### config.mk
export PLATFORM = sky130hd
export DESIGN_NAME = overwrite_ring_fifo_with_average_unit
export DESIGN_NICKNAME = d
export VERILOG_FILES = /design/src/owfa_pkg.sv /design/src/overwrite_ring_fifo_with_average_unit.sv /design/src/owfa_div.sv /design/src/owfa_datapath.sv /design/src/owfa_ctrl.sv
export SDC_FILE = /design/constraint.sdc
export NUM_CORES = 1
export LEC_CHECK = 0
export ABC_CLOCK_PERIOD_IN_PS = 3900
export BUFFER_PORTS_ARGS = -buffer_cell sky130_fd_sc_hd__buf_2
export CORE_ASPECT_RATIO = 2
export CORE_MARGIN = 2
export CORE_UTILIZATION = 55
export DETAILED_ROUTE_END_ITERATION = 7
export GPL_TIMING_DRIVEN = 0
export HOLD_SLACK_MARGIN = 0.05
export PLACE_DENSITY = 0.75
export SYNTH_ARGS = -nofsm -noshare
export SYNTH_HDL_FRONTEND = slang
export SYNTH_SLANG_ARGS = --single-unit
### constraint.sdc
create_clock -name aclk -period 3.9 [get_ports aclk]
set_clock_uncertainty 0.2 [all_clocks]
set_input_delay 0.195 -clock aclk [delete_from_list [all_inputs] [get_ports aclk]]
set_output_delay 0.195 -clock aclk [all_outputs]
set_load 0.01 [all_outputs]
### src/owfa_pkg.sv
// ----------------------------------------------------------------------------
// owfa_pkg
// Shared widths, constants and controller/datapath interface types for the
// overwrite ring FIFO with slot average.
// ----------------------------------------------------------------------------
`default_nettype none

package owfa_pkg;

    // Store geometry
    localparam int MAX_SLOTS = 16;
    localparam int IDX_W     = $clog2(MAX_SLOTS);
    localparam int SIZE_W    = $clog2(MAX_SLOTS + 1);
    localparam int MIN_SIZE  = 2;

    // Arithmetic widths
    localparam int BYTE_W     = 8;
    localparam int SUM_W      = 12;
    localparam int FRAC_W     = 8;
    localparam int DIVIDEND_W = SUM_W + FRAC_W;
    localparam int AVG_W      = 16;
    localparam int DIV_STEPS  = DIVIDEND_W;
    localparam int DIV_CNT_W  = $clog2(DIV_STEPS);
    localparam int REM_W      = $clog2(MAX_SLOTS);

    // Command codes
    localparam logic CMD_INSERT = 1'b0;
    localparam logic CMD_DELETE = 1'b1;

    // Controller to datapath commands
    typedef struct packed {
        logic cfg_write;
        logic sweep_start;
        logic sweep_step;
        logic item_load;
        logic upd;
        logic div_start;
        logic out_load;
    } owfa_cmd_t;

    // Datapath to controller status
    typedef struct packed {
        logic sweep_done;
        logic div_done;
    } owfa_sts_t;

endpackage

`default_nettype wire

### src/overwrite_ring_fifo_with_average_unit.sv
// ----------------------------------------------------------------------------
// overwrite_ring_fifo_with_average_unit
// Byte ring FIFO that overwrites its oldest entry when full and reports the
// Q8.8 mean of all ring slots with every result.
// ----------------------------------------------------------------------------
//  channel  | ports                                   | moves
//  ---------+-----------------------------------------+--------------------------
//  config   | cfg_valid, cfg_ready, cfg_ring_size     | ring size write
//  input    | s_valid, s_ready, s_command, s_data_in  | insert or delete item
//  result   | m_valid, m_ready, m_data_out,           | one result per item
//           | m_was_empty, m_overwrote, m_average_q8  |
//
//  An item goes from acceptance to a loaded result through one slot read,
//  one update, one divider start, the bit-serial divider for the average
//  and one output load; the block then returns to idle for the next item.
//  A size write starts a sum sweep over the ring, during which no item is
//  accepted. Reset clears store valid bits, indices and sum at once.
//  A new item is accepted while an earlier result waits; the output load
//  stalls until that earlier result is taken.
// ----------------------------------------------------------------------------
`default_nettype none

module overwrite_ring_fifo_with_average_unit import owfa_pkg::*; (
    input  wire logic              aclk,
    input  wire logic              aresetn,
    input  wire logic              cfg_valid,
    output logic                   cfg_ready,
    input  wire logic [4:0]        cfg_ring_size,
    input  wire logic              s_valid,
    output logic                   s_ready,
    input  wire logic              s_command,
    input  wire logic [BYTE_W-1:0] s_data_in,
    output logic                   m_valid,
    input  wire logic              m_ready,
    output logic [BYTE_W-1:0]      m_data_out,
    output logic                   m_was_empty,
    output logic                   m_overwrote,
    output logic [AVG_W-1:0]       m_average_q8
);

    owfa_cmd_t cmd;
    owfa_sts_t sts;

    owfa_ctrl u_ctrl (
        .aclk      (aclk),
        .aresetn   (aresetn),
        .cfg_valid (cfg_valid),
        .cfg_ready (cfg_ready),
        .s_valid   (s_valid),
        .s_ready   (s_ready),
        .m_valid   (m_valid),
        .m_ready   (m_ready),
        .cmd       (cmd),
        .sts       (sts)
    );

    owfa_datapath u_datapath (
        .aclk          (aclk),
        .aresetn       (aresetn),
        .cmd           (cmd),
        .sts           (sts),
        .cfg_ring_size (cfg_ring_size),
        .s_command     (s_command),
        .s_data_in     (s_data_in),
        .m_data_out    (m_data_out),
        .m_was_empty   (m_was_empty),
        .m_overwrote   (m_overwrote),
        .m_average_q8  (m_average_q8)
    );

endmodule

`default_nettype wire

### src/owfa_div.sv
// ----------------------------------------------------------------------------
// owfa_div
// Restoring divider, one quotient bit per cycle, for the scaled slot sum
// divided by the effective ring size.
// ----------------------------------------------------------------------------
`default_nettype none

module owfa_div import owfa_pkg::*; (
    input  wire logic                  aclk,
    input  wire logic                  aresetn,
    input  wire logic                  start,
    input  wire logic [DIVIDEND_W-1:0] dividend,
    input  wire logic [SIZE_W-1:0]     divisor,
    output logic                       done,
    output logic [AVG_W-1:0]           quot
);

    logic                  busy_reg, busy_next;
    logic [DIV_CNT_W-1:0]  cnt_reg, cnt_next;
    logic [DIVIDEND_W-1:0] q_reg, q_next;
    logic [REM_W-1:0]      r_reg, r_next;
    logic [SIZE_W-1:0]     d_reg, d_next;
    logic [REM_W:0]        trial;
    logic                  last;

    assign trial = {r_reg, q_reg[DIVIDEND_W-1]};
    assign last  = (cnt_reg == DIV_CNT_W'(DIV_STEPS - 1));
    assign done  = busy_reg && last;
    assign quot  = q_reg[AVG_W-1:0];

    // Load operands on start, then shift in one quotient bit per cycle
    always_comb begin
        busy_next = busy_reg;
        cnt_next  = cnt_reg;
        q_next    = q_reg;
        r_next    = r_reg;
        d_next    = d_reg;
        if (start) begin
            busy_next = 1'b1;
            cnt_next  = '0;
            q_next    = dividend;
            r_next    = '0;
            d_next    = divisor;
        end else if (busy_reg) begin
            if ({1'b0, trial} >= {1'b0, d_reg}) begin
                r_next = REM_W'({1'b0, trial} - {1'b0, d_reg});
                q_next = {q_reg[DIVIDEND_W-2:0], 1'b1};
            end else begin
                r_next = trial[REM_W-1:0];
                q_next = {q_reg[DIVIDEND_W-2:0], 1'b0};
            end
            cnt_next = cnt_reg + 1'b1;
            if (last) begin
                busy_next = 1'b0;
            end
        end
    end

    always_ff @(posedge aclk) begin
        if (!aresetn) begin
            busy_reg <= 1'b0;
            cnt_reg  <= '0;
        end else begin
            busy_reg <= busy_next;
            cnt_reg  <= cnt_next;
        end
    end

    always_ff @(posedge aclk) begin
        q_reg <= q_next;
        r_reg <= r_next;
        d_reg <= d_next;
    end

endmodule

`default_nettype wire

### src/owfa_datapath.sv
// ----------------------------------------------------------------------------
// owfa_datapath
// Slot store, ring indices, running slot sum, size register, result
// register and the average divider.
// ----------------------------------------------------------------------------
`default_nettype none

module owfa_datapath import owfa_pkg::*; (
    input  wire logic              aclk,
    input  wire logic              aresetn,
    input  wire owfa_cmd_t         cmd,
    output owfa_sts_t              sts,
    input  wire logic [4:0]        cfg_ring_size,
    input  wire logic              s_command,
    input  wire logic [BYTE_W-1:0] s_data_in,
    output logic [BYTE_W-1:0]      m_data_out,
    output logic                   m_was_empty,
    output logic                   m_overwrote,
    output logic [AVG_W-1:0]       m_average_q8
);

    // Slot store with per-entry valid bits; an unwritten slot reads zero
    logic [BYTE_W-1:0]    mem [MAX_SLOTS];
    logic [MAX_SLOTS-1:0] vld_reg;
    logic [BYTE_W-1:0]    rd_data_reg;
    logic [IDX_W-1:0]     rd_addr;
    logic                 mem_we;

    logic [4:0]           size_reg;
    logic [SIZE_W-1:0]    n_eff;
    logic [IDX_W-1:0]     head_reg, head_next;
    logic [IDX_W-1:0]     tail_reg, tail_next;
    logic                 empty_reg, empty_next;
    logic [SUM_W-1:0]     sum_reg, sum_next;
    logic [SIZE_W-1:0]    sweep_cnt_reg, sweep_cnt_next;
    logic                 acc_reg, acc_next;
    logic                 sweep_rd;

    logic                 item_cmd_reg;
    logic [BYTE_W-1:0]    item_data_reg;
    logic [IDX_W-1:0]     ins_addr;
    logic [IDX_W-1:0]     item_addr;

    logic [BYTE_W-1:0]    res_dout_reg, res_dout_next;
    logic                 res_we_reg, res_we_next;
    logic                 res_ow_reg, res_ow_next;

    logic                 div_done;
    logic [AVG_W-1:0]     div_quot;

    function automatic logic [IDX_W-1:0] adv(input logic [IDX_W-1:0] x,
                                             input logic [SIZE_W-1:0] n);
        logic [SIZE_W:0] x1;
        x1 = {{(SIZE_W + 1 - IDX_W){1'b0}}, x} + 1'b1;
        return (x1 >= {1'b0, n}) ? '0 : x1[IDX_W-1:0];
    endfunction

    // Clamp the ring size to the supported range
    always_comb begin
        if (size_reg < 5'(MIN_SIZE)) begin
            n_eff = SIZE_W'(MIN_SIZE);
        end else if (size_reg > 5'(MAX_SLOTS)) begin
            n_eff = SIZE_W'(MAX_SLOTS);
        end else begin
            n_eff = SIZE_W'(size_reg);
        end
    end

    // Pick the read address: sweep counter or the slot the item touches
    assign ins_addr  = empty_reg ? '0 : adv(tail_reg, n_eff);
    assign item_addr = (item_cmd_reg == CMD_INSERT) ? ins_addr : head_reg;
    assign sweep_rd  = cmd.sweep_step && (sweep_cnt_reg < n_eff);
    assign rd_addr   = sweep_rd ? sweep_cnt_reg[IDX_W-1:0] : item_addr;
    assign mem_we    = cmd.upd && (item_cmd_reg == CMD_INSERT);

    always_ff @(posedge aclk) begin
        rd_data_reg <= vld_reg[rd_addr] ? mem[rd_addr] : '0;
        if (mem_we) begin
            mem[ins_addr] <= item_data_reg;
        end
    end

    always_ff @(posedge aclk) begin
        if (!aresetn) begin
            vld_reg <= '0;
        end else if (mem_we) begin
            vld_reg[ins_addr] <= 1'b1;
        end
    end

    // Ring state, running sum and sweep
    always_comb begin
        head_next      = head_reg;
        tail_next      = tail_reg;
        empty_next     = empty_reg;
        sum_next       = sum_reg;
        sweep_cnt_next = sweep_cnt_reg;
        acc_next       = 1'b0;
        res_dout_next  = res_dout_reg;
        res_we_next    = res_we_reg;
        res_ow_next    = res_ow_reg;

        if (cmd.sweep_start) begin
            sum_next       = '0;
            sweep_cnt_next = '0;
        end else begin
            // Accumulate the slot read in the previous sweep cycle
            if (acc_reg) begin
                sum_next = sum_reg + SUM_W'(rd_data_reg);
            end
            if (sweep_rd) begin
                sweep_cnt_next = sweep_cnt_reg + 1'b1;
                acc_next       = 1'b1;
            end
        end

        if (cmd.upd) begin
            res_dout_next = '0;
            res_we_next   = 1'b0;
            res_ow_next   = 1'b0;
            if (item_cmd_reg == CMD_INSERT) begin
                if (empty_reg) begin
                    head_next  = '0;
                    tail_next  = '0;
                    empty_next = 1'b0;
                end else begin
                    if (adv(tail_reg, n_eff) == head_reg) begin
                        head_next   = adv(head_reg, n_eff);
                        res_ow_next = 1'b1;
                    end
                    tail_next = adv(tail_reg, n_eff);
                end
                // Swap the old slot value for the new one in the sum
                sum_next = sum_reg - SUM_W'(rd_data_reg) + SUM_W'(item_data_reg);
            end else begin
                if (empty_reg) begin
                    res_we_next = 1'b1;
                end else begin
                    res_dout_next = rd_data_reg;
                    if (head_reg != tail_reg) begin
                        head_next = adv(head_reg, n_eff);
                    end else begin
                        empty_next = 1'b1;
                        head_next  = '0;
                        tail_next  = '0;
                    end
                end
            end
        end
    end

    always_ff @(posedge aclk) begin
        if (!aresetn) begin
            size_reg      <= 5'(MAX_SLOTS);
            head_reg      <= '0;
            tail_reg      <= '0;
            empty_reg     <= 1'b1;
            sum_reg       <= '0;
            sweep_cnt_reg <= '0;
            acc_reg       <= 1'b0;
        end else begin
            if (cmd.cfg_write) begin
                size_reg <= cfg_ring_size;
            end
            head_reg      <= head_next;
            tail_reg      <= tail_next;
            empty_reg     <= empty_next;
            sum_reg       <= sum_next;
            sweep_cnt_reg <= sweep_cnt_next;
            acc_reg       <= acc_next;
        end
    end

    // Hold the accepted item and the step results
    always_ff @(posedge aclk) begin
        if (cmd.item_load) begin
            item_cmd_reg  <= s_command;
            item_data_reg <= s_data_in;
        end
        res_dout_reg <= res_dout_next;
        res_we_reg   <= res_we_next;
        res_ow_reg   <= res_ow_next;
    end

    owfa_div u_div (
        .aclk     (aclk),
        .aresetn  (aresetn),
        .start    (cmd.div_start),
        .dividend ({sum_reg, {FRAC_W{1'b0}}}),
        .divisor  (n_eff),
        .done     (div_done),
        .quot     (div_quot)
    );

    // Output register
    always_ff @(posedge aclk) begin
        if (cmd.out_load) begin
            m_data_out   <= res_dout_reg;
            m_was_empty  <= res_we_reg;
            m_overwrote  <= res_ow_reg;
            m_average_q8 <= div_quot;
        end
    end

    assign sts.sweep_done = (sweep_cnt_reg == n_eff) && !acc_reg;
    assign sts.div_done   = div_done;

endmodule

`default_nettype wire

### src/owfa_ctrl.sv
// ----------------------------------------------------------------------------
// owfa_ctrl
// Sequencer for configuration sweeps and item steps, plus the output
// valid flag.
// ----------------------------------------------------------------------------
`default_nettype none

module owfa_ctrl import owfa_pkg::*; (
    input  wire logic      aclk,
    input  wire logic      aresetn,
    input  wire logic      cfg_valid,
    output logic           cfg_ready,
    input  wire logic      s_valid,
    output logic           s_ready,
    output logic           m_valid,
    input  wire logic      m_ready,
    output owfa_cmd_t      cmd,
    input  wire owfa_sts_t sts
);

    typedef enum logic [6:0] {
        S_IDLE   = 7'b0000001,
        S_SWEEP  = 7'b0000010,
        S_READ   = 7'b0000100,
        S_UPDATE = 7'b0001000,
        S_START  = 7'b0010000,
        S_DIV    = 7'b0100000,
        S_DONE   = 7'b1000000
    } state_t;

    state_t state_reg, state_next;
    logic   out_valid_reg, out_valid_next;

    assign cfg_ready = (state_reg == S_IDLE);
    assign s_ready   = (state_reg == S_IDLE) && !cfg_valid;
    assign m_valid   = out_valid_reg;

    // Step through sweep or item phases
    always_comb begin
        state_next = state_reg;
        cmd        = '0;
        unique case (state_reg)
            S_IDLE: begin
                if (cfg_valid) begin
                    cmd.cfg_write   = 1'b1;
                    cmd.sweep_start = 1'b1;
                    state_next      = S_SWEEP;
                end else if (s_valid) begin
                    cmd.item_load = 1'b1;
                    state_next    = S_READ;
                end
            end
            S_SWEEP: begin
                cmd.sweep_step = 1'b1;
                if (sts.sweep_done) begin
                    state_next = S_IDLE;
                end
            end
            S_READ: begin
                state_next = S_UPDATE;
            end
            S_UPDATE: begin
                cmd.upd    = 1'b1;
                state_next = S_START;
            end
            S_START: begin
                cmd.div_start = 1'b1;
                state_next    = S_DIV;
            end
            S_DIV: begin
                if (sts.div_done) begin
                    state_next = S_DONE;
                end
            end
            S_DONE: begin
                if (!out_valid_reg || m_ready) begin
                    cmd.out_load = 1'b1;
                    state_next   = S_IDLE;
                end
            end
            default: begin
                state_next = S_IDLE;
            end
        endcase
    end

    // Hold the result until it is taken
    always_comb begin
        if (cmd.out_load) begin
            out_valid_next = 1'b1;
        end else if (m_ready) begin
            out_valid_next = 1'b0;
        end else begin
            out_valid_next = out_valid_reg;
        end
    end

    always_ff @(posedge aclk) begin
        if (!aresetn) begin
            state_reg     <= S_IDLE;
            out_valid_reg <= 1'b0;
        end else begin
            state_reg     <= state_next;
            out_valid_reg <= out_valid_next;
        end
    end

endmodule

`default_nettype wire

### Yosys cells after proc, flatten, opt, wreduce, memory -nomap -nowiden

Memory sizes are Yosys's and may differ from the RTL's. A register that Yosys moved wholly into a read port is not among the register bits.
Index checks and enable logic that the tools add are counted.

* memory bits (read-only): 0
* word-level logic and storage cells: 140
* latch bits: 0
* memories: 1
* RAM bits: 128
* output and inout bits: 29
* register bits after elaboration: 136

* muxes and demuxes: 56
* $lt $le $gt $ge: 9
* $add $sub $neg: 8
* equality and inequality tests: 17
* reduce and logical (&&, ||, !) cells: 21
* div/mod/pow operators: 0
* bitwise operators: 3
* shifts and indexed selects: 0
* multiply operators: 0

Memory list
* u_datapath.mem: depth 16, bits a word 8, rd ports 1, clocked after Yosys merged registers in 1, wr ports 1, RTL line owfa_datapath.sv:23 `logic [BYTE_W-1:0] mem [MAX_SLOTS];`

Operators with widths (number)
* 4-bit two-way mux: 14
* 7-bit one-hot mux with 7 select lines: 1
* 12-bit two-way mux: 4
* 20-bit two-way mux: 2
* 7-bit two-way mux: 5
* 12-bit by 8-bit adder with 12-bit output: 2
* 1-bit two-way mux: 24
* 16-bit bitwise OR: 1
* 6-bit by 5-bit >= comparator with 1-bit output: 2
* 12-bit by 8-bit subtractor with 12-bit output: 1
* 4-bit by 1-bit adder with 5-bit output (second input constant): 2
* 5-bit by 1-bit adder with 5-bit output (second input constant): 2
* 4-bit by 5-bit < comparator with 1-bit output (second input constant): 2
* 5-bit two-way mux: 2
* 2-bit OR reduction: 4
* 7-bit by 1-bit == test with 1-bit output (second input constant): 1
* 7-bit by 2-bit == test with 1-bit output (second input constant): 1
* 7-bit by 3-bit == test with 1-bit output (second input constant): 1
* 7-bit by 4-bit == test with 1-bit output (second input constant): 1
* 7-bit by 5-bit == test with 1-bit output (second input constant): 1
* 7-bit by 6-bit == test with 1-bit output (second input constant): 1
* 7-bit == test (second input constant): 1
* 1-bit logical AND: 6
* 2-bit != test (second input constant): 3
* 22 further kinds: 30

### Longest topological paths before layout

Gate-level depths: netlist of the first run.

* depth after elaboration: 11
* gate-level depth with buffers: 16
* depth with buffers taken out: 14

### Modules after synthesis

From an unflattened synthesis of the first run, not the netlist that was laid out.

* cell total of the unflattened synthesis: 1116
* area, all modules: 12954.9 sq um

Modules (own cells, without submodules)
* owfa_datapath: instances 1, sequential area each 6316.1 sq um, cells each 920, area an instance 10722.8 sq um
* owfa_div: instances 1, sequential area each 950.9 sq um, cells each 140, area an instance 1751.7 sq um
* owfa_ctrl: instances 1, sequential area each 160.2 sq um, cells each 56, area an instance 480.5 sq um

### Worst setup path before layout of the first run

Ideal clock, no wire load.

* kind: register to register
* from: reg u_datapath.tail_reg[0]
* to: mem u_datapath.mem[1][0], enable pin
* slack: 0.220 ns
* arrival: 3.106 ns
* library setup time: 0.374 ns
* cell stages (with the launch flop): 13
* data required time: 3.326 ns
* clock period less this slack: 3.680 ns
* path through: dfxtp_1 -> buf_2 -> nand3_1 -> xor2_2 -> inv_1 -> ha_1 -> a211oi_1 -> o21ai_1 -> and2_1 -> nor2_1 -> nand2_1 -> or3_1 -> nor2_1

* word-level cells in the longest chain between the ends: 4

RTL lines
* start, declared: RTL line owfa_datapath.sv:32 `logic [IDX_W-1:0] tail_reg, tail_next;`
* start signal, assigned: RTL line owfa_datapath.sv:166 `tail_reg <= tail_next;`
* 4-bit by 1-bit adder with 5-bit output *: RTL line owfa_datapath.sv:54 `x1 = {{(SIZE_W + 1 - IDX_W){1'b0}}, x} + 1'b1;`
* 6-bit by 5-bit >= comparator with 1-bit output: RTL line owfa_datapath.sv:55 `return (x1 >= {1'b0, n}) ? '0 : x1[IDX_W-1:0];`
* 4-bit two-way mux *: RTL line owfa_datapath.sv:55
* 4-bit two-way mux *: RTL line owfa_datapath.sv:70 `assign ins_addr = empty_reg ? '0 : adv(tail_reg, n_eff);`
* end, declared: RTL line owfa_datapath.sv:23

Mark *: on every way between the ends. The rest lies on a longest branch, timed or not.

### Final worst setup path of the first run

* from: reg u_datapath.tail_reg[0]
* to: reg u_datapath.rd_data_reg[5] (read register of u_datapath.mem)

* word-level cells in the longest chain between the ends: 9

RTL lines
* 4-bit by 1-bit adder with 5-bit output *: RTL line owfa_datapath.sv:54
* 6-bit by 5-bit >= comparator with 1-bit output: RTL line owfa_datapath.sv:55
* 4-bit two-way mux *: RTL line owfa_datapath.sv:55
* 4-bit two-way mux *: RTL line owfa_datapath.sv:70
* 4-bit two-way mux *: RTL line owfa_datapath.sv:71 `assign item_addr = (item_cmd_reg == CMD_INSERT) ? ins_addr : head_reg;`
* 4-bit two-way mux *: RTL line owfa_datapath.sv:73 `assign rd_addr = sweep_rd ? sweep_cnt_reg[IDX_W-1:0] : item_addr;`
* 1-bit binary-select mux with 4-bit select: RTL line owfa_datapath.sv:77 `rd_data_reg <= vld_reg[rd_addr] ? mem[rd_addr] : '0;`
* 1-bit two-way mux (implied by the code): RTL line owfa_datapath.sv:77
* 1-bit zero test (no source line)
* end, declared: RTL line owfa_datapath.sv:25 `logic [BYTE_W-1:0] rd_data_reg;`

Mark *: on every way between the ends. The rest lies on a longest branch, timed or not. The select of a mux whose other input is x is not followed.
A chain may end at the register's enable or synchronous reset.

==> summary.md, run 1 <==
| Metric | Value |
|---|---|
| Die W | `111 um` |
| Crit-path leading delay family | `compound AO/OA/AOI/OAI gates` |
| Peak supply drop | `0.467 mV` |
| Clock Sink Count | `about 270` |
| Max FFs per register | `roughly 130` |
| Reg2Reg Depth | `15` |
| Period utilisation layout | `0.991` |
| Die height | `approximately 220 um` |
| Syn_nets | `1226` |
| Fraction of layout cells with a size suffix above 1 | `0.164` |
| Residual DRC | `0` |
| Pwr Total | `between 6 and 7 mW` |
| Total GRT Usage | `0.267` |
| Port Buffer Count | `46` |
| Post-synth top area cell | `edfxtp_1` |
| Initial Util | `0.560` |
| Leak | `5.46 nW` |
| First-pass GRT wire length | `around 50000 um` |
| Filler cell count | `between 1500 and 2000` |
| Status | `finished clean` |
| Die area | `approximately 24000 sq um` |
| Hold_sp | `s_data_in[2]` |
| Clock Path Buffers | `3` |
| Cells after Synth | `1151` |
| Number of flops mapped to enable cells by yosys | `190` |
| Post-detail-place hpwl | `between 20000 and 25000 um` |
| Final count of hold timing violations | `0` |
| Crit path buf inv count | `4` |
| Share of flip-flops with an asynchronous set or reset | `0` |
| Worst setup SP type | `register` |
| Via density | `between 5 and 6` |
| Worst reg2reg setup slack | `approximately 35 ps` |
| Worst hold margin | `around 170 ps` |
| Post-layout util | `0.660` |
| Depth of the CTS H-tree | `1` |
| Slowest stage delay, CP | `approximately 440 ps` |
| Core area | `about 23000 sq um` |
| Worst EP arrival | `4120 ps` |
| Mean Syn Cell Area | `approximately 11 sq um` |
| Achievable Freq | `259 MHz` |
| Critical Path, Cell by Cell | `buf_4 -> nand3_2 -> xor2_4 -> inv_2 -> ha_1 -> a211oi_2 -> o21ai_4 -> buf_4 -> a2111oi_4 -> o22ai_1 -> o21a_1 -> buf_2 -> a31oi_2 -> a22oi_1 -> a22oi_1` |
| Num CTS Buffers | `24` |
| Post-synthesis sequential area ratio | `0.580` |
| Post-synthesis cell type count | `68` |
| Setup TNS | `0 ps` |
| Hold Path End | `u_datapath.item_data_reg[2]` |
| Worst-path maximum fanout | `9` |
| Largest net degree at the start of global routing | `20` |
| Setup violators final | `0` |
| Synth cell count leaders | `nand2_1, edfxtp_1, dfxtp_1` |
| Yosys top cell area share | `0.450` |
| Worst R2R End | `u_datapath.rd_data_reg[5]` |
| Post-route cell area | `between 10000 and 15000 sq um` |
| Final nets | `roughly 1300` |
| Setup CP Type | `reg2reg` |
| Worst Tran Pin Value | `977 ps` |
| Worst skew pair latency | `540 ps` |
| Initial antenna violation count | `0` |
| Synth Register Bits | `around 270` |
| Worst Hold Class | `in2reg` |
| Total gr overflow | `0` |
| Mapped cell area | `12700 sq um` |
| Drt wl/cell | `~21 um` |
| Routed wire length | `32600 um` |
| Dpl cell area | `about 13000 sq um` |
| Vias in the first global route | `about 9400` |
| Vias | `9209` |
| Most common cell in the synthesized netlist | `nand2_1` |
| Clock Pin Slew Worst Setup and Hold Paths | `70 ps` |
| DRT Pass-1 Iters | `7` |
| Slowest stage cell, crit path | `a2111oi_4` |
| Critical Path End Type | `register` |
| # IOs | `48` |
| Max_cap viols | `0` |
| Final GP Congestion | `~1.1` |
| Antenna cells | `0` |
| Top cells by area, synth | `edfxtp_1, dfxtp_1, nand2_1, ha_1, nor2_1` |
| Iter 0 DRT Violations | `600` |
| Multi-input gate area | `5240 sq um` |
| PwrDens | `approximately 420 nW/um^2` |
| YS warnings | `0` |
| Storage cell area | `about 7300 sq um` |
| P&R area growth vs syn | `18.0%` |
| Critical Path RT | `between 4000 and 5000 ps` |
| Cell Rows | `78` |
| Hold depth | `2` |
| CTS tree | `yes` |
| ANT nets after route | `0` |
| Reg-to-Reg Start | `u_datapath.tail_reg[0]` |
| Root Driver | `clkbuf_16` |
| Final Slew Violations | `0` |
| Rel. slew slack | `0.348` |
| Final min period | `approximately 3900 ps` |
| Predominant post-synthesis flop cell | `edfxtp_1` |
-- per-layer routing --
metal,GRT usage,up-vias,routed length (um)
met3,0.0355,153,1330
met4,0.226,0,3430
met1,0.243,4416,10300
li1,-,4314,-
met5,0,-,0
met2,0.510,326,17600
-- logic make-up (layout without fill, tap and decap cells) --
| family | count (synthesis) | count (layout) | share of synthesized area |
|---|---|---|---|
| compound gates | 215 | 215 | 0.119 |
| xor+xnor | 32 | 32 | 0.0233 |
| fa+ha+maj | 56 | 56 | 0.0612 |
| buf+inv | 119 | 246 | 0.0414 |
| flops | 272 | 272 | 0.580 |
| mux | 24 | 24 | 0.0196 |
| simple gates | 433 | 433 | 0.155 |
-- power by group --
group | total, mW | switching (mW) | internal (mW) | leakage (nW)
Clock | 2.53 | 1.09 | 1.44 | 0.399
Sequential | 3.17 | 0.0536 | 3.11 | 2.35
Combinational | 0.598 | 0.364 | 0.233 | 2.71
Total | 6.30 | 1.51 | 4.79 | 5.46
-- layout make-up --
type                    count  area share
flip-flops and latches    272       0.492
multi-input cells         760       0.351
clock buffers              31      0.0454
repair buffers             83      0.0419
well taps                 280      0.0234
plain buffers              54      0.0195
inverters                  65      0.0163
clock inverters            13      0.0110
-- cells in the final DEF, fill, tap and decap left out, drive strengths merged, types with 6 or more instances in the layout --
cell type / Yosys / layout
nand2b: 11 / 11
a22oi: 26 / 26
nand2: 209 / 209
ha: 46 / 46
a21boi: 10 / 10
or3: 6 / 6
nor3: 12 / 12
o21ai: 32 / 32
nand3: 47 / 47
o21a: 24 / 24
a21o: 15 / 15
clkbuf: 25 / 57
nor2b: 11 / 11
nand3b: 6 / 6
fa: 10 / 10
xnor2: 16 / 16
nand4: 8 / 8
dfxtp: 82 / 82
edfxtp: 190 / 190
a211oi: 8 / 8
o211ai: 9 / 9
buf: 29 / 92
dlygate4sd3: 0 / 19
nor2: 76 / 76
and2: 21 / 21
a31oi: 43 / 43
mux2i: 24 / 24
o22ai: 6 / 6
and3: 7 / 7
xor2: 16 / 16
a21oi: 25 / 25
inv: 65 / 67
-- stage by stage --
step,worst slack [ps],cells
finish,35.5,1558
detailed placement,-626,1478
global route,-62.4,1558
CTS,-25.3,1547
floorplan,220,1151
global placement,-540,1477
-- repair_timing --
item                                   in CTS  in global routing
gates cloned                                0                  0
hold buffers                               19                  0
setup endpoints to repair                 152                153
endpoints found under the hold margin      35                  0
pin swaps                                   2                  7
gates resized for setup                    41                 44
buffers inserted                            6                 11
-- how the worst max path moves through the flow --
stage                                start                        end  slack [ps]  cells after the start
CTS                 u_datapath.tail_reg[0]  u_datapath.rd_data_reg[7]         -30                     14
detailed placement  u_datapath.tail_reg[0]       u_datapath.mem[9][3]        -630                     12
finish              u_datapath.tail_reg[0]  u_datapath.rd_data_reg[5]          40                     15
global placement    u_datapath.tail_reg[0]       u_datapath.mem[9][2]        -540                     12
floorplan           u_datapath.tail_reg[0]       u_datapath.mem[1][0]         220                     12
global route        u_datapath.tail_reg[0]  u_datapath.rd_data_reg[5]         -60                     15
Note: power is estimated with default switching activity, not from simulation.
==> run 2: changes to the inputs <==
--- a/config.mk
+++ b/config.mk
@@ -13,7 +13,7 @@
 export DETAILED_ROUTE_END_ITERATION = 7
 export GPL_TIMING_DRIVEN = 0
 export HOLD_SLACK_MARGIN = 0.05
-export PLACE_DENSITY = 0.75
+export PLACE_DENSITY = 0.72
 export SYNTH_ARGS = -nofsm -noshare
 export SYNTH_HDL_FRONTEND = slang
 export SYNTH_SLANG_ARGS = --single-unit
==> run 2 against run 1 <==
Critical path type unchanged. Setup slack improved by 25 ps. Hold slack got worse by 1.0 ps. Non-clock buffer count decreased by 4. Combinational power fell by 2%. Sequential power barely moved. Routed wire length fell by 2.3%. Final area down 0.93%. Flip-flop and latch count unchanged. First-iteration DRC count decreased by 16%. Final cell count is 0.26% lower. Global-route usage decreased by 0.38 points.
==> summary.md, run 2 (same netlist as run 1, synthesis figures left out) <==
| Metric | Value |
|---|---|
| Final min period | `3840 ps (-25.2 ps)` |
| Crit-path leading delay family | `compound AO/OA/AOI/OAI gates` |
| Clock Pin Slew Worst Setup and Hold Paths | `70 ps (about the same)` |
| Largest net degree at the start of global routing | `21 (+5.0%)` |
| Worst skew pair latency | `540 ps (about the same)` |
| Fin cells | `1554 (-0.26%)` |
| Pre-CTS setup slack | `-688 ps (-61.7 ps)` |
| Worst Hold Class | `in2reg` |
| Setup violators final | `0 (unchanged)` |
| Drt wl/cell | `20.5 um (-2.0%)` |
| Vias | `9006 (-2.2%)` |
| Most frequent cells in the layout | `nand2_1, edfxtp_1, dfxtp_1` |
| Achievable Freq | `260 MHz (+0.66%)` |
| Peak supply drop | `0.409 mV (-12%)` |
| Placed cell count | `1478 (unchanged)` |
| Iter 0 DRT Violations | `506 (-16%)` |
| Gate power share | `0.093 (-0.002)` |
| Critical Path RT | `4110 ps (-50 ps)` |
| Total GRT Usage | `0.263 (-0.00377)` |
| Root Driver | `clkbuf_16` |
| Total gr overflow | `0 (unchanged)` |
| Post-detail-place hpwl | `23500 um (-0.33%)` |
| Port Buffer Count | `46 (unchanged)` |
| Critical Path, Cell by Cell | `buf_4 -> nand3_2 -> xor2_4 -> inv_2 -> ha_1 -> a211oi_2 -> o21ai_4 -> a2111o_1 -> a21o_1 -> buf_4 -> buf_6 -> clkbuf_4 -> nand2_1 -> nand3_2 -> a22oi_2 -> a22oi_2` |
| DRT Pass-1 Iters | `5 (-2)` |
| Initial Util | `0.560 (unchanged)` |
| Antenna cells | `0 (unchanged)` |
| Slowest stage delay, CP | `510 ps (+70 ps)` |
| Residual DRC | `0 (unchanged)` |
| Pwr Total | `6.28 mW (-0.27%)` |
| ANT nets after route | `0 (unchanged)` |
| Filler cell count | `1781 (+6.1%)` |
| Final nets | `1332 (-0.22%)` |
| Clock Path Buffers | `3 (unchanged)` |
| Die area | `24300 sq um (unchanged)` |
| Worst setup SP type | `register` |
| Vias in the first global route | `9131 (-2.4%)` |
| Worst reg2reg setup slack | `60 ps (+30 ps)` |
| Switch Pwr | `1.49 mW (-1.0%)` |
| Status | `finished clean` |
| Cell Rows | `78 (unchanged)` |
| Final GP Congestion | `0.980 (-9.9%)` |
| Post-route cell area | `14800 sq um (-0.93%)` |
| Setup CP Type | `reg2reg` |
| Die height | `219 um (unchanged)` |
| Leak | `5.45 nW (-0.27%)` |
| Routed wire length | `31900 um (-2.3%)` |
| Slowest stage cell, crit path | `a2111o_1` |
| Depth of the CTS H-tree | `1 (unchanged)` |
| Crit path buf inv count | `5 (+1)` |
| Worst setup margin | `60.7 ps (+25.2 ps)` |
| PwrDens | `424 nW/um^2 (+0.67%)` |
| Num CTS Buffers | `25 (+4.2%)` |
| Fraction of layout cells with a size suffix above 1 | `0.156 (-0.00812)` |
| Setup TNS | `0 ps (unchanged)` |
| Most common cell after layout, fill and taps aside | `nand2_1` |
| Clock power frac | `0.403 (about the same)` |
| # IOs | `48 (unchanged)` |
| Max_cap viols | `0 (unchanged)` |
| Via density | `5.80 (-2.0%)` |
| Sequential power share | `0.504 (about the same)` |
| P&R area growth vs syn | `16.9%` |
| Core area | `22600 sq um (unchanged)` |
| CTS tree | `yes` |
| Worst EP arrival | `4050 ps (-70 ps)` |
| Dpl cell area | `13300 sq um (unchanged)` |
| Initial antenna violation count | `0 (unchanged)` |
| Worst Tran Pin Value | `960 ps (-17.7 ps)` |
| Period utilisation layout | `0.984 (-0.00646)` |
| First-pass GRT wire length | `48700 um (-1.7%)` |
| Die W | `111 um (unchanged)` |
| Max FFs per register | `128 (unchanged)` |
| Rel. slew slack | `0.360 (+0.0118)` |
| Switch share | `0.238 (-0.00177)` |
| Final count of hold timing violations | `0 (unchanged)` |
| Worst-path maximum fanout | `10 (+1)` |
| Internal power | `4.79 mW (about the same)` |
| Critical Path End Type | `register` |
| Clock Sink Count | `272 (unchanged)` |
| Final Slew Violations | `0 (unchanged)` |
-- run 2: worst reg2reg max path: stages (launching register included) --
cell and delay, ps:
dfxtp_2 370, buf_4 180, nand3_2 120, xor2_4 190, inv_2 90, ha_1 310
a211oi_2 310, o21ai_4 140, a2111o_1 520, a21o_1 190, buf_4 170, buf_6 150
clkbuf_4 210, nand2_1 110, nand3_2 120, a22oi_2 250, a22oi_2 100
-- run 2: routing by layer --
metal	global-route usage	wire, um	part of all wire	vias up
li1	-	-	-	4311
met3	0.0263	1090	0.034	136
met4	0.235	3310	0.10	0
met2	0.503	17200	0.54	267
met1	0.239	10300	0.32	4292
met5	0	0	0	-
-- run 2: worst paths after layout --
check	start	endpoint	depth (start not counted)
worst max register to register	u_datapath.tail_reg[0]	u_datapath.rd_data_reg[7]	16
worst min register to register	u_datapath.res_dout_reg[7]	u_datapath.m_data_out[7]	0
worst max-delay path	u_datapath.tail_reg[0]	u_datapath.rd_data_reg[7]	16
worst min-delay path	s_command	u_datapath.item_cmd_reg	2
-- run 2: layout make-up --
class / instances / area, sq um / share of cell area
Clock buffer: 25 / 626 / 0.0422
Multi-Input combinational cell: 760 / 5140 / 0.347
Timing Repair Buffer: 79 / 581 / 0.0392
Buffer: 54 / 303 / 0.0204
Clock inverter: 19 / 216 / 0.0146
Sequential cell: 272 / 7350 / 0.496
Inverter: 65 / 244 / 0.0165
Tap cell: 280 / 350 / 0.0237
-- run 2: power by group through the flow --
stage / sequential, mW / clock [mW] / combinational (mW)
6_report: 3.17 / 2.53 / 0.586
2_1_floorplan: 3.21 / 0 / 0.378
5_1_grt: 3.17 / 2.68 / 0.645
4_1_cts: 3.17 / 2.56 / 0.547
3_3_place_gp: 3.24 / 0 / 0.507
3_5_place_dp: 3.24 / 0 / 0.519
-- run 2: stage by stage --
step | hold slack [ps] | util
2_1_floorplan | 93.9 | -
3_3_place_gp | 172 | 0.585
3_5_place_dp | 173 | 0.586
4_1_cts | 154 | 0.642
5_1_grt | 168 | 0.654
6_report | 171 | 0.654
-- run 2: timing repair --
action                     CTS  global route
hold endpoints to repair    33             0
gates resized for setup     47            27
hold buffers                18             0
pin swaps                    3             8
setup buffers                3            11
setup endpoints to repair  153           141
==> run 3: changes to the inputs <==
--- a/config.mk
+++ b/config.mk
@@ -13,7 +13,7 @@
 export DETAILED_ROUTE_END_ITERATION = 7
 export GPL_TIMING_DRIVEN = 0
 export HOLD_SLACK_MARGIN = 0.05
-export PLACE_DENSITY = 0.72
+export PLACE_DENSITY = 0.86
 export SYNTH_ARGS = -nofsm -noshare
 export SYNTH_HDL_FRONTEND = slang
 export SYNTH_SLANG_ARGS = --single-unit
==> run 3 against run 2 <==
The run now ends with negative setup slack left. Non-clock buffer count stayed put. Critical path type unchanged. Clock power up 2%. Count of clock-buffer cells in the layout is 4 higher. Flip-flop and latch count unchanged. Register-to-register slack got worse by 130 ps. Sequential power barely moved. Total power up 0.76%. Die area is the same. Critical path depth shrank 2. Maximum frequency shrank 3.4%. Setup slack got worse by 130 ps. Utilization is 0.10 points higher.
==> summary.md, run 3 (same netlist as run 1, synthesis figures left out) <==
| Metric | Value |
|---|---|
| Status | `finished, violations left` |
| Failing checks | `negative setup slack` |
| Max_cap viols | `0 (unchanged)` |
| Routed wire length | `34200 um (+7.4%)` |
| # IOs | `48 (unchanged)` |
| Hold depth | `2 (unchanged)` |
| Root Driver | `clkbuf_16` |
| Initial Util | `0.560 (unchanged)` |
| Leak | `5.44 nW (-0.13%)` |
| Final min period | `3970 ps (+134 ps)` |
| First-pass GRT wire length | `50600 um (+3.7%)` |
| Rel. slew slack | `0.426 (+0.0660)` |
| Reg-to-Reg Start | `u_datapath.tail_reg[0]` |
| Vias in the first global route | `9523 (+4.3%)` |
| Initial antenna violation count | `0 (unchanged)` |
| Depth of the CTS H-tree | `1 (unchanged)` |
| Hold_sp | `s_data_in[4]` |
| Worst skew pair latency | `550 ps (about the same)` |
| Pre-CTS setup slack | `-647 ps (+40.8 ps)` |
| Worst-path maximum fanout | `10 (unchanged)` |
| Clock Pin Slew Worst Setup and Hold Paths | `80 ps (about the same)` |
| Origin of the worst setup path | `u_datapath.tail_reg[0]` |
| Iter 0 DRT Violations | `692 (+37%)` |
| Num CTS Buffers | `24 (-4.0%)` |
| Vias | `9442 (+4.8%)` |
| Die height | `219 um (unchanged)` |
| Total GRT Usage | `0.273 (+0.0101)` |
| Setup violators final | `2 (+2)` |
| Critical Path RT | `4160 ps (+50 ps)` |
| Port Buffer Count | `46 (unchanged)` |
| Critical Path End Type | `register` |
| Final Slew Violations | `0 (unchanged)` |
| Antenna cells | `0 (unchanged)` |
| Total gr overflow | `0 (unchanged)` |
| Setup CP Type | `reg2reg` |
| Worst Hold Class | `in2reg` |
| PwrDens | `427 nW/um^2 (+0.60%)` |
| Final GP Congestion | `1.01 (+3.3%)` |
| Worst Tran Pin Value | `857 ps (-102 ps)` |
| CTS tree | `yes` |
| Worst reg2reg setup slack | `-70 ps (-130 ps)` |
| Period utilisation layout | `1.02 (+0.0343)` |
| Die W | `111 um (unchanged)` |
| Achievable Freq | `252 MHz (-3.4%)` |
| Max FFs per register | `128 (unchanged)` |
| Placed cell count | `1478 (unchanged)` |
| P&R area growth vs syn | `17.1%` |
| Peak supply drop | `0.377 mV (-8.0%)` |
| Hold Path End | `u_datapath.item_data_reg[4]` |
| Final count of hold timing violations | `0 (unchanged)` |
| Residual DRC | `0 (unchanged)` |
| Most common cell after layout, fill and taps aside | `nand2_1` |
| Cell Rows | `78 (unchanged)` |
| ANT nets after route | `0 (unchanged)` |
| Largest net degree at the start of global routing | `21 (unchanged)` |
| Clock Path Buffers | `3 (unchanged)` |
| Reg2Reg Depth | `14 (-2)` |
| Worst R2R End | `u_datapath.rd_data_reg[3]` |
| Filler cell count | `1627 (-8.6%)` |
| Fin cells | `1554 (unchanged)` |
| Clock Sink Count | `272 (unchanged)` |
| DRT Pass-1 Iters | `5 (unchanged)` |
| Die area | `24300 sq um (unchanged)` |
| Worst setup SP type | `register` |
| Fraction of layout cells with a size suffix above 1 | `0.159 (+0.00235)` |
| Final nets | `1331 (-0.075%)` |
| Post-detail-place hpwl | `23300 um (-0.77%)` |
| Worst EP arrival | `4230 ps (+180 ps)` |
| Core area | `22600 sq um (unchanged)` |
| Drt wl/cell | `22.0 um (+7.4%)` |
| Via density | `6.08 (+4.8%)` |
| Worst setup margin | `-73.1 ps (-134 ps)` |
| Most frequent cells in the layout | `nand2_1, edfxtp_1, dfxtp_1` |
## run 3: repair_timing
action	in CTS	in global routing
hold buffers	18	0
endpoints found under the hold margin	33	0
pin swaps	2	5
buffers inserted	5	10
endpoints found under the setup margin	153	141
gates resized for setup	48	30
## run 3: cell type report
cell class,count,area [sq um],area share
plain buffers,53,292,0.0197
clock buffers,29,641,0.0432
clock inverters,15,199,0.0134
inverters,65,244,0.0165
multi-input cells,760,5180,0.349
flip-flops and latches,272,7350,0.496
well taps,280,350,0.0236
repair buffers,80,576,0.0388
## run 3: how the worst max path moves through the flow
stage | to
final | u_datapath.rd_data_reg[3]
after global routing | u_datapath.rd_data_reg[3]
after CTS | u_datapath.rd_data_reg[4]
after detailed placement | u_datapath.mem[9][1]
after global placement | u_datapath.rd_data_reg[6]
after floorplan | u_datapath.mem[1][0]
## run 3: report_power, final
part	leakage [nW]	internal, mW	switching [mW]
logic	2.68	0.226	0.367
registers	2.35	3.11	0.0532
clock network	0.403	1.50	1.07
total	5.44	4.84	1.49
## run 3: metrics by stage
stage | area (sq um) | setup TNS, ps | hold slack (ps) | utilization | total power, mW
after global placement | 13200 | -43430 | 172 | 0.585 | 3.74
after global routing | 14800 | -381 | 168 | 0.655 | 6.50
final | 14800 | -81.8 | 160 | 0.655 | 6.33
after floorplan | 12700 | 0 | 93.9 | - | 3.59
after CTS | 14600 | -10.5 | 150 | 0.643 | 6.31
after detailed placement | 13300 | -61800 | 173 | 0.586 | 3.75
## run 3: worst max-delay path: stages, from the launching register on
cell and delay, ps:
dfxtp_2 370, buf_6 150, nand3_2 110, xor2_4 180
inv_2 80, ha_1 310, a211oi_2 300, o21ai_4 140
a2111o_1 500, a21oi_4 330, buf_4 240, nand2_1 80
a31oi_1 550, a22oi_1 150, a22oi_1 190
## run 3: metal layers
metal,global-route usage,up-vias,part of all wire
li1,-,4312,-
met1,0.247,4488,0.30
met2,0.519,474,0.54
met3,0.0349,168,0.057
met4,0.242,0,0.097
met5,0,-,0
